[config.mk]
export PLATFORM = sky130hd
export DESIGN_NAME = thick_line_rasterizer
export DESIGN_NICKNAME = d
export VERILOG_FILES = /design/src/rtl/tlr_pkg.sv /design/src/rtl/thick_line_rasterizer.sv /design/src/rtl/tlr_stepper.sv
export VERILOG_INCLUDE_DIRS = /design/src /design/src/rtl
export SDC_FILE = /design/constraint.sdc
export NUM_CORES = 1
export LEC_CHECK = 0
export BUFFER_PORTS_ARGS = -buffer_cell sky130_fd_sc_hd__buf_2
export CAP_MARGIN = 0
export CORE_MARGIN = 3
export CORE_UTILIZATION = 40
export CTS_BUF_LIST = sky130_fd_sc_hd__clkbuf_4 sky130_fd_sc_hd__clkbuf_8
export CTS_CLUSTER_DIAMETER = 40
export DETAILED_ROUTE_END_ITERATION = 10
export PLACE_DENSITY = 0.65
export SYNTH_ARGS = -nofsm -noshare
export SYNTH_HDL_FRONTEND = slang
export SYNTH_SLANG_ARGS = --single-unit
[constraint.sdc]
create_clock -name clk -period 4.95 [get_ports clk]
set_clock_uncertainty 0.2 [all_clocks]
set_input_delay 0.2475 -clock clk [delete_from_list [all_inputs] [get_ports clk]]
set_output_delay 0.2475 -clock clk [all_outputs]
set_load 0.01 [all_outputs]
[src/rtl/thick_line_rasterizer_macros.svh]
// Assertion macros shared by the thick line rasterizer RTL.
// No dependencies; included by the files that carry concurrent checks.
`ifndef THICK_LINE_RASTERIZER_MACROS_SVH
`define THICK_LINE_RASTERIZER_MACROS_SVH

// Consequent must hold in the same cycle as the antecedent.
`define TLR_ASSERT_SAME(label, clk, rst, ante, cons) \
  label: assert property (@(posedge clk) disable iff (rst) (ante) |-> (cons)) \
    else $error("%m: same-cycle check failed");

// Consequent must hold in the cycle after the antecedent.
`define TLR_ASSERT_NEXT(label, clk, rst, ante, cons) \
  label: assert property (@(posedge clk) disable iff (rst) (ante) |=> (cons)) \
    else $error("%m: next-cycle check failed");

`endif

[src/rtl/tlr_pkg.sv]
// Shared constants and request/point types for the thick line rasterizer.
// No dependencies; imported by tlr_stepper and thick_line_rasterizer.
package tlr_pkg;

  localparam int COORD_BITS = 12;
  localparam int WIDTH_BITS = 4;
  localparam int ERR_BITS   = COORD_BITS + 2;
  localparam int OFS_BITS   = WIDTH_BITS + 1;
  localparam int PX_BITS    = COORD_BITS + 1;

  localparam int IN_FIELD_BITS  = 4 * COORD_BITS + WIDTH_BITS;
  localparam int IN_TDATA_BITS  = ((IN_FIELD_BITS + 7) / 8) * 8;
  localparam int OUT_FIELD_BITS = PX_BITS + COORD_BITS;
  localparam int OUT_TDATA_BITS = ((OUT_FIELD_BITS + 7) / 8) * 8;

  localparam logic FUNC_LOAD = 1'b0;
  localparam logic FUNC_STEP = 1'b1;

  typedef struct packed {
    logic                         func;
    logic signed [COORD_BITS-1:0] start_x;
    logic signed [COORD_BITS-1:0] start_y;
    logic signed [COORD_BITS-1:0] end_x;
    logic signed [COORD_BITS-1:0] end_y;
    logic [WIDTH_BITS-1:0]        half_width;
  } tlr_item_t;

  typedef struct packed {
    logic signed [PX_BITS-1:0]    point_x;
    logic signed [COORD_BITS-1:0] point_y;
    logic                         pass_last;
    logic                         line_last;
  } tlr_point_t;

endpackage

[src/rtl/thick_line_rasterizer.sv]
// Top level of the thick line rasterizer: request register, stepper, point register.
// Depends on tlr_pkg, tlr_stepper and thick_line_rasterizer_macros.svh.
//
//  Channel  Direction  Payload
//  s_axis   in         tdata: start_x, start_y, end_x, end_y, half_width; tuser: func
//  m_axis   out        tdata: point_x, point_y; tlast: pass_last; tuser: line_last
//
// Each request passes through the stepper; one request per clock is accepted unless the output stalls.
// A request's point reaches the output through the request register, then the point register.
// The stepper advances whenever the point register is empty or being drained.
// A load request emits no point; a step request while idle emits none either.
// rst is synchronous and active high and leaves the rasterizer idle.
`include "thick_line_rasterizer_macros.svh"

module thick_line_rasterizer
  import tlr_pkg::*;
(
  input  logic                      clk,
  input  logic                      rst,
  input  logic                      s_axis_tvalid,
  output logic                      s_axis_tready,
  // start_x, start_y, end_x, end_y, half_width from bit 0 up, zero padded
  input  logic [IN_TDATA_BITS-1:0]  s_axis_tdata,
  // func
  input  logic                      s_axis_tuser,
  output logic                      m_axis_tvalid,
  input  logic                      m_axis_tready,
  // point_x, point_y from bit 0 up, zero padded
  output logic [OUT_TDATA_BITS-1:0] m_axis_tdata,
  output logic                      m_axis_tlast,
  // line_last
  output logic                      m_axis_tuser
);

  tlr_item_t  item;
  tlr_point_t point, point_q;
  logic       item_valid, res_valid, advance, go, emit;

  assign advance       = !res_valid || m_axis_tready;
  assign go            = item_valid && advance;
  assign s_axis_tready = !item_valid || advance;

  always_ff @(posedge clk) begin
    if (rst) begin
      item_valid <= 1'b0;
    end else if (s_axis_tvalid && s_axis_tready) begin
      item_valid <= 1'b1;
    end else if (advance) begin
      item_valid <= 1'b0;
    end
  end

  always_ff @(posedge clk) begin
    if (s_axis_tvalid && s_axis_tready) begin
      item.func       <= s_axis_tuser;
      item.start_x    <= s_axis_tdata[COORD_BITS-1:0];
      item.start_y    <= s_axis_tdata[2*COORD_BITS-1:COORD_BITS];
      item.end_x      <= s_axis_tdata[3*COORD_BITS-1:2*COORD_BITS];
      item.end_y      <= s_axis_tdata[4*COORD_BITS-1:3*COORD_BITS];
      item.half_width <= s_axis_tdata[IN_FIELD_BITS-1:4*COORD_BITS];
    end
  end

  tlr_stepper u_stepper (
    .clk   (clk),
    .rst   (rst),
    .go    (go),
    .item  (item),
    .emit  (emit),
    .point (point)
  );

  always_ff @(posedge clk) begin
    if (rst) begin
      res_valid <= 1'b0;
    end else if (advance) begin
      res_valid <= go && emit;
    end
  end

  always_ff @(posedge clk) begin
    if (advance) begin
      point_q <= point;
    end
  end

  assign m_axis_tvalid = res_valid;
  assign m_axis_tdata  = {(OUT_TDATA_BITS - OUT_FIELD_BITS)'(0), point_q.point_y,
                          point_q.point_x};
  assign m_axis_tlast  = point_q.pass_last;
  assign m_axis_tuser  = point_q.line_last;

  `TLR_ASSERT_SAME(a_line_ends_pass, clk, rst, m_axis_tvalid && m_axis_tuser, m_axis_tlast)
  `TLR_ASSERT_NEXT(a_idle_step_silent, clk, rst, go && !emit, !m_axis_tvalid)

endmodule

[src/rtl/tlr_stepper.sv]
// Bresenham stepper state and its registered update for the thick line rasterizer.
// Depends on tlr_pkg and thick_line_rasterizer_macros.svh.
`include "thick_line_rasterizer_macros.svh"

module tlr_stepper
  import tlr_pkg::*;
(
  input  logic       clk,
  input  logic       rst,
  input  logic       go,
  input  tlr_item_t  item,
  output logic       emit,
  output tlr_point_t point
);

  function automatic logic [COORD_BITS-1:0] abs_diff(
    input logic signed [COORD_BITS-1:0] a,
    input logic signed [COORD_BITS-1:0] b
  );
    logic [COORD_BITS:0] d;
    logic [COORD_BITS:0] nd;
    d  = {a[COORD_BITS-1], a} - {b[COORD_BITS-1], b};
    nd = (COORD_BITS + 1)'(0) - d;
    abs_diff = d[COORD_BITS] ? nd[COORD_BITS-1:0] : d[COORD_BITS-1:0];
  endfunction

  logic signed [COORD_BITS-1:0] walk_x, walk_y, origin_x, origin_y, target_x, target_y;
  logic [COORD_BITS-1:0]        dist_x, dist_y;
  logic                         back_x, back_y;
  logic signed [ERR_BITS-1:0]   error_term;
  logic signed [OFS_BITS-1:0]   pass_offset;
  logic [WIDTH_BITS-1:0]        width_limit;
  logic                         busy;

  logic [COORD_BITS-1:0]        load_dx, load_dy;
  logic signed [ERR_BITS-1:0]   load_err, pass_err;
  logic                         at_end, last_pass, move_x, move_y;
  logic signed [ERR_BITS:0]     e2, neg_dy, pos_dx;
  logic signed [ERR_BITS-1:0]   err_step;

  assign load_dx  = abs_diff(item.end_x, item.start_x);
  assign load_dy  = abs_diff(item.end_y, item.start_y);
  assign load_err = $signed({2'b00, load_dx}) - $signed({2'b00, load_dy});
  assign pass_err = $signed({2'b00, dist_x}) - $signed({2'b00, dist_y});

  assign at_end    = (walk_x == target_x) && (walk_y == target_y);
  assign last_pass = (pass_offset == $signed({1'b0, width_limit}));

  assign e2     = $signed({error_term, 1'b0});
  assign pos_dx = $signed({3'b000, dist_x});
  assign neg_dy = $signed((ERR_BITS + 1)'(0) - {3'b000, dist_y});
  assign move_x = e2 > neg_dy;
  assign move_y = e2 < pos_dx;

  always_comb begin
    err_step = error_term;
    if (move_x) begin
      err_step = err_step - $signed({2'b00, dist_y});
    end
    if (move_y) begin
      err_step = err_step + $signed({2'b00, dist_x});
    end
  end

  assign emit            = (item.func == FUNC_STEP) && busy;
  assign point.point_x   = $signed({walk_x[COORD_BITS-1], walk_x})
                         + $signed({{(PX_BITS - OFS_BITS){pass_offset[OFS_BITS-1]}},
                                    pass_offset});
  assign point.point_y   = walk_y;
  assign point.pass_last = at_end;
  assign point.line_last = at_end && last_pass;

  always_ff @(posedge clk) begin
    if (rst) begin
      busy <= 1'b0;
    end else if (go) begin
      if (item.func == FUNC_LOAD) begin
        busy <= 1'b1;
      end else if (busy && at_end && last_pass) begin
        busy <= 1'b0;
      end
    end
  end

  always_ff @(posedge clk) begin
    if (go) begin
      if (item.func == FUNC_LOAD) begin
        origin_x    <= item.start_x;
        origin_y    <= item.start_y;
        target_x    <= item.end_x;
        target_y    <= item.end_y;
        walk_x      <= item.start_x;
        walk_y      <= item.start_y;
        dist_x      <= load_dx;
        dist_y      <= load_dy;
        back_x      <= !(item.start_x < item.end_x);
        back_y      <= !(item.start_y < item.end_y);
        error_term  <= load_err;
        width_limit <= item.half_width;
        pass_offset <= $signed(OFS_BITS'(0) - {1'b0, item.half_width});
      end else if (busy) begin
        if (at_end) begin
          // A pass has reached the far endpoint: unless it was the last, rerun the line one column over.
          if (!last_pass) begin
            pass_offset <= pass_offset + $signed(OFS_BITS'(1));
            walk_x      <= origin_x;
            walk_y      <= origin_y;
            error_term  <= pass_err;
          end
        end else begin
          error_term <= err_step;
          if (move_x) begin
            walk_x <= back_x ? walk_x - $signed(COORD_BITS'(1))
                             : walk_x + $signed(COORD_BITS'(1));
          end
          if (move_y) begin
            walk_y <= back_y ? walk_y - $signed(COORD_BITS'(1))
                             : walk_y + $signed(COORD_BITS'(1));
          end
        end
      end
    end
  end

  `TLR_ASSERT_SAME(a_offset_in_range, clk, rst, busy, pass_offset <= $signed({1'b0, width_limit}))
  `TLR_ASSERT_NEXT(a_load_arms, clk, rst, go && (item.func == FUNC_LOAD), busy)
  `TLR_ASSERT_NEXT(a_line_end_idles, clk, rst, go && emit && point.line_last, !busy)

endmodule

==> run metrics, run 1 <==
CP Data Required Time 5.09 ns; violated checks negative setup slack; # IOs 97; DIE WIDTH 193.1 um; total congestion overflow 0; Port Buffers 85; number of global-route vias before repair 10,812; drt first pass iters 5; Final Cycle Share 104.3%; flop-to-flop setup slack -0.21 ns; GR Util met1 26.16%; max reg flops 53; Final ANT Viol Nets 0; most frequent CP cell nand4_1; Setup crit end kind flop; largest family of logic cells by synthesized area compound AO/OA/AOI/OAI gates; CP arrival 5.30 ns; GRT met3 Usage 2.188%; worst path cell trace inv_2 > nand4_1 > nor4_4 > nand4_1 > xnor2_1 > ha_1 > nand4_1 > nor3_2 > o31ai_1 > a222oi_1 > buf_4 > mux2_2 > ha_1 > a21oi_1 > o211ai_1 > a41o_1 > o31a_1 > nor2_2 > xnor2_1 > mux2i_1 > a221oi_1; Tot GR Track Use 19.36%; TritonCTS clock tree built; cell internal pwr 4.214 mW; Final Non-Filler Cells 2,042; Gate power share 35.4%; Pleak 7.035 nW; Final Hold Vio Count 0; sequential share of power 34.9%; FMAX 193.7 MHz; HP Class in2reg; fraction of layout cells with a size suffix above 1 19.20%; sw frac 31.69%; busiest metal layer after global routing met2; Placement Setup Slack -0.3640 ns; status complete, but fails checks; Synth Area in Simple Gates 13.27%; largest vdd supply drop 357.3 uV; Setup CP Type reg2reg; Area Overhead vs Synth 21.80%; row count 67; DRC Markers 0; initial antenna violation count 0; Pwr Density 361.8 nW/um^2; DIE AREA 37,270 sq um; leading post-synthesis cells by cell area edfxtp_1, ha_1, xnor2_1; Yosys cell types 95; clock buffer depth 3; Total Wirelength 35.97 mm; GP Congestion 0.8886; CTS Buf Count 35; XOR/XNOR Fraction of Synth Area 9.467%; fin util 50.09%; leading area contributor after synthesis edfxtp_1; H-tree Lvls 2; Initial Util 41.12%; final instance area 17,050 sq um; top-area cell type share of the netlist area 43.13%; Synth Area in Compound Gates 14.45%; gate count after technology mapping 1,329; Largest delay share family, worst path compound AO/OA/AOI/OAI gates; WL per Instance 17.62 um; number of synthesized flops with an enable pin 201; Final Total Pwr 6.169 mW; Clk Latency, worst-skew pair 0.52 ns; dpl cells 1,919; crit path max fanout 5; Max Cap Violations 0; DP Area 15,530 sq um; clock power share 29.8%; minimum clock period 5.162 ns; clk slew on worst S/H paths 0.07 ns; final setup vio count 7; sequential-to-total area share from yosys stat 43.55%; Slew @ Worst Pin 0.9560 ns; core area 34,040 sq um; Initial DRC Count 566; #FFs+latches synth 204; Top reg by flops item; P_sw 1.955 mW; Mapped Area 14,000 sq um; Via Count 10,713; Final WS setup -0.2116 ns; Avg Inst Size Synth 10.53 sq um; Slew Limit Fails 0; CP peak stage delay 0.40 ns; largest net degree at the start of global routing 73; clk sinks 204; Syn. warnings 0; slowest CP cell edfxtp_1; RSZ-0062 raised after global routing yes; dominant synthesized flop cell edfxtp_1; Synth async-reset ratio 0%; CP Buf/Inv Count 2; Net count, final 1,776; Via-to-Cell Ratio 5.246; first-pass GRT wire length 57.11 mm; chip height 193.1 um; Ant. Diodes 0; Synth Area in Adders 13.62%; Worst setup SP type flop; met2 Usage GRT 33.25%; placed wire-length estimate 26.84 mm; Slew Limit Headroom 36.07%; post-synthesis mux area share 1.395%; root buffer cell clkbuf_8
==> layout make-up <==
type	count	area, sq um
sequential	204	6096
timing repair buffer	229	1659
inverter	110	414.1
multi-input combinational	988	7476
clock buffer	44	561.8
clock inverter	19	280.3
tap	448	560.5
fill	3110	16990
==> cells in the mapped netlist (11+ instances only) <==
| master | instances |
|---|---|
| nor3_1 | 26 |
| nand2b_1 | 16 |
| o21a_1 | 17 |
| nand4_1 | 16 |
| and3_1 | 13 |
| o21ai_0 | 50 |
| nor2b_1 | 16 |
| a21o_1 | 22 |
| edfxtp_1 | 201 |
| ha_1 | 138 |
| xnor2_1 | 95 |
| nor2_1 | 100 |
| xor2_1 | 50 |
| mux2_2 | 11 |
| a31oi_1 | 30 |
| a21oi_1 | 81 |
| clkbuf_1 | 16 |
| nor4_1 | 12 |
| nand2_1 | 88 |
| nand3_1 | 35 |
| inv_1 | 108 |
==> worst reg2reg max path: cells and delay by family, from the launching register on <==
family / cells / cell delay (ns)
AOI/OAI and AO/OA: 7 / 1.60
DFF: 1 / 0.40
and+or+nand+nor: 6 / 1.11
xor gates and xnor gates: 2 / 0.27
muxes: 2 / 0.48
adders and majority gates: 2 / 0.61
buffers and inverters: 2 / 0.32
==> power groups by stage <==
stage / clock [mW] / sequential (mW) / combinational (mW)
6_report: 1.84 / 2.15 / 2.18
2_1_floorplan: 0 / 2.16 / 1.49
3_3_place_gp: 0 / 2.18 / 2.04
3_5_place_dp: 0 / 2.18 / 2.08
5_1_grt: 1.96 / 2.16 / 2.42
4_1_cts: 1.88 / 2.15 / 2.14
==> layer usage <==
metal	routed length, um	vias to the layer above
met5	0	-
met4	814	0
met3	1316	54
met2	17350	199
met1	16490	5113
li1	-	5347
==> final timing paths <==
check | startpoint | to | cells past startpoint
max | u_stepper.dist_y[5] | u_stepper.error_term[11] | 21
min | s_axis_tdata[41] | item[9] | 2
max reg2reg | u_stepper.dist_y[5] | u_stepper.error_term[11] | 21
min reg2reg | item[4] | u_stepper.target_y[0] | 0
==> metrics by stage <==
| stage | TNS [ns] | hold slack [ns] |
|---|---|---|
| 6_report | -0.9733 | 0.2369 |
| 3_3_place_gp | -1.409 | 0.2237 |
| 2_1_floorplan | -0.4310 | 0.1166 |
| 4_1_cts | -0.8258 | 0.2016 |
| 5_1_grt | -3.869 | 0.2142 |
| 3_5_place_dp | -2.261 | 0.2256 |
==> logic make-up after synthesis <==
kind of cell,count (synthesis)
compound gates,296
xor+xnor,148
fa+ha+maj,147
buf+inv,143
flops,204
mux,18
other cells,1
simple gates,372
==> layout by cell type (no fill, tap or decap), types with 8 or more instances in the layout <==
master           n
nor4_1          11
o21bai_1        10
a31oi_1         29
buf_2           85
o21ai_0         47
nand2b_1        16
or2_2           10
a21oi_1         78
nor2_1          99
buf_4           87
nand2_1         88
fa_1             8
ha_1           135
nand4_1         16
nor3_1          25
mux2_2          11
clkbuf_8        37
dlygate4sd3_1   56
edfxtp_1       201
nand3_1         34
and3_1          13
xor2_1          50
o21a_1          17
inv_1          102
or3_1           10
xnor2_1         95
nor2b_1         15
a21o_1          22
==> what timing repair did <==
item | CTS | global route
buffers inserted | 1 | 2
gates cloned | 0 | 1
endpoints found under the hold margin | 56 | 0
resized for setup | 5 | 14
pin swaps | 1 | 2
endpoints found under the setup margin | 10 | 10
hold buffers | 56 | 0
Note: power is estimated with default switching activity, not from simulation.
==> run 2: changes to the inputs <==
==> constraint.sdc (replaced) <==
create_clock -name clk -period 4.95 [get_ports clk]
set_clock_uncertainty 0.2 [all_clocks]
set_input_delay 0.99 -clock clk [delete_from_list [all_inputs] [get_ports clk]]
set_output_delay 0.99 -clock clk [all_outputs]
set_load 0.01 [all_outputs]
==> run 2 against run 1 <==
The flow still finishes with violations (negative setup slack). Sequential power hardly changed. Clock power fell by 17%. Clock-buffer cell count is 1 higher. Via count is 1.7% lower. Setup slack got worse by 0.090 ns. Final area is 4.0% lower. Combinational power hardly changed.
==> run metrics, run 2 (synthesis gave the netlist of run 1 again) <==
# IOs 97; drt first pass iters 5; WL per Instance 17.50 um; TritonCTS clock tree built; Via Count 10,535; WHS Endpoint u_stepper.target_x[8]; FMAX 190.4 MHz; most common cell after layout, fill and taps aside edfxtp_1; Pwr Density 358.3 nW/um^2; number of global-route vias before repair 10,547; Setup crit end kind flop; max reg flops 53; chip height 193.1 um; Tot GR Track Use 18.77%; reg2reg end u_stepper.error_term[12]; root buffer cell clkbuf_8; CP Buf/Inv Count 3; Via-to-Cell Ratio 5.318; CP Data Required Time 5.06 ns; most frequent cells in the layout edfxtp_1, ha_1, inv_1; status complete, but fails checks; cts-stage hold buffer count 0; clock buffer depth 3; Hold Crit Start item[24]; row count 67; Initial DRC Count 601; clk slew on worst S/H paths 0.06 ns; clock power share 26.2%; Placement Setup Slack -0.5003 ns; sw frac 33.45%; Slew Limit Fails 0; Largest delay share family, worst path compound AO/OA/AOI/OAI gates; Final Cycle Share 106.1%; slowest CP cell edfxtp_1; core area 34,040 sq um; origin of the critical flop-to-flop path u_stepper.dist_y[5]; Setup CP Type reg2reg; Ant. Diodes 0; HP Class reg2reg; final setup vio count 8; Pleak 6.731 nW; Hold Path Depth 0; DIE WIDTH 193.1 um; Max Cap Violations 0; first-pass GRT wire length 55.24 mm; Top reg by flops item; H-tree Lvls 2; minimum clock period 5.252 ns; layout filler cell count 3,191; violated checks negative setup slack; Final WS setup -0.3015 ns; worst path cell trace inv_1 > nand4_1 > nor4_4 > nand4_1 > xnor2_1 > ha_1 > nand4_1 > nor3_2 > o31ai_1 > a222oi_1 > bufbuf_16 > mux2i_4 > ha_2 > inv_2 > fa_2 > nor2b_4 > o21ai_2 > a21oi_2 > o41ai_4 > o21ai_2 > o21a_1 > xnor3_1 > a21o_1; Slew @ Worst Pin 0.7935 ns; Area Overhead vs Synth 16.95%; total congestion overflow 0; placed wire-length estimate 26.36 mm; P_sw 1.961 mW; clk sinks 204; Gate power share 37.3%; Slew Limit Headroom 47.10%; Final Total Pwr 5.864 mW; DRC Markers 0; largest net degree at the start of global routing 74; Worst setup SP type flop; Final ANT Viol Nets 0; CP arrival 5.36 ns; DIE AREA 37,270 sq um; flop-to-flop setup slack -0.30 ns; largest vdd supply drop 234.5 uV; CTS Buf Count 37; worst r2r path cells 23; RSZ-0062 raised after global routing yes; sequential share of power 36.6%; initial antenna violation count 0; crit path max fanout 10; Net count, final 1,717; Initial Util 41.12%; most frequent CP cell nand4_1; number of post-CTS setup repair buffers 0; Port Buffers 85; Clk Latency, worst-skew pair 0.55 ns; fraction of layout cells with a size suffix above 1 19.77%; Final Hold Vio Count 0; Total Wirelength 34.67 mm; cell internal pwr 3.903 mW; CP peak stage delay 0.39 ns; GP Congestion 0.9024
-- run 2: changes by cell type in the layout (fill, tap and decap cells not counted), sizes merged --
cell / change
bufinv: -6
inv: +1
clkinvlp: -1
clkinv: +5
clkbuf: +1
bufbuf: +1
dlygate4sd3: -56
buf: -6
-- run 2: repair_timing --
action / CTS / global route
cloned: 0 / 0
pin swaps: 3 / 3
setup endpoints to repair: 10 / 10
hold endpoints to repair: 0 / 0
gates resized for setup: 17 / 7
-- run 2: metrics by stage --
stage	util, %	area [sq um]	hold slack [ns]	std cells	setup TNS [ns]
final	48.09	16370	0.2610	1981	-1.616
after global routing	48.09	16370	0.2710	1981	-4.775
after CTS	47.97	16330	0.2632	1981	-1.312
after detailed placement	45.61	15520	0.2481	1918	-2.896
after global placement	45.61	15520	0.2452	1918	-2.351
after floorplan	-	14070	0.2264	1335	-0.4310
-- run 2: worst max path at each step --
stage	cells past startpoint	start	to
final	23	u_stepper.dist_y[5]	u_stepper.error_term[12]
after detailed placement	23	u_stepper.dist_y[5]	u_stepper.error_term[12]
after global placement	23	u_stepper.dist_y[5]	u_stepper.error_term[12]
after CTS	23	u_stepper.dist_y[5]	u_stepper.error_term[12]
after global routing	23	u_stepper.dist_y[2]	u_stepper.error_term[12]
after floorplan	24	u_stepper.dist_y[2]	u_stepper.error_term[12]
-- run 2: per-layer routing --
layer  part of all wire [%]  vias to the layer above  GRT usage (%)
met5                      0                        -              0
met4                    2.5                        0          6.064
met3                    3.5                       50          2.368
met2                     48                      207          32.12
met1                     46                     5056          24.80
li1                       -                     5222              -
-- run 2: power groups by stage --
stage | logic (mW) | registers, mW | clock network (mW)
floorplan | 1.49 | 2.16 | 0
detailed placement | 2.10 | 2.18 | 0
global placement | 2.05 | 2.18 | 0
global route | 2.43 | 2.15 | 1.65
finish | 2.19 | 2.15 | 1.53
CTS | 2.16 | 2.14 | 1.58
-- run 2: layout make-up --
type / instances / area [sq um] / share of cell area, %
clock buffers: 45 / 569.3 / 3.478
clock inverters: 18 / 131.4 / 0.8026
inverters: 110 / 414.1 / 2.530
multi-input cells: 988 / 7523 / 45.96
flip-flops and latches: 204 / 6096 / 37.24
well taps: 448 / 560.5 / 3.425
repair buffers: 168 / 1074 / 6.559
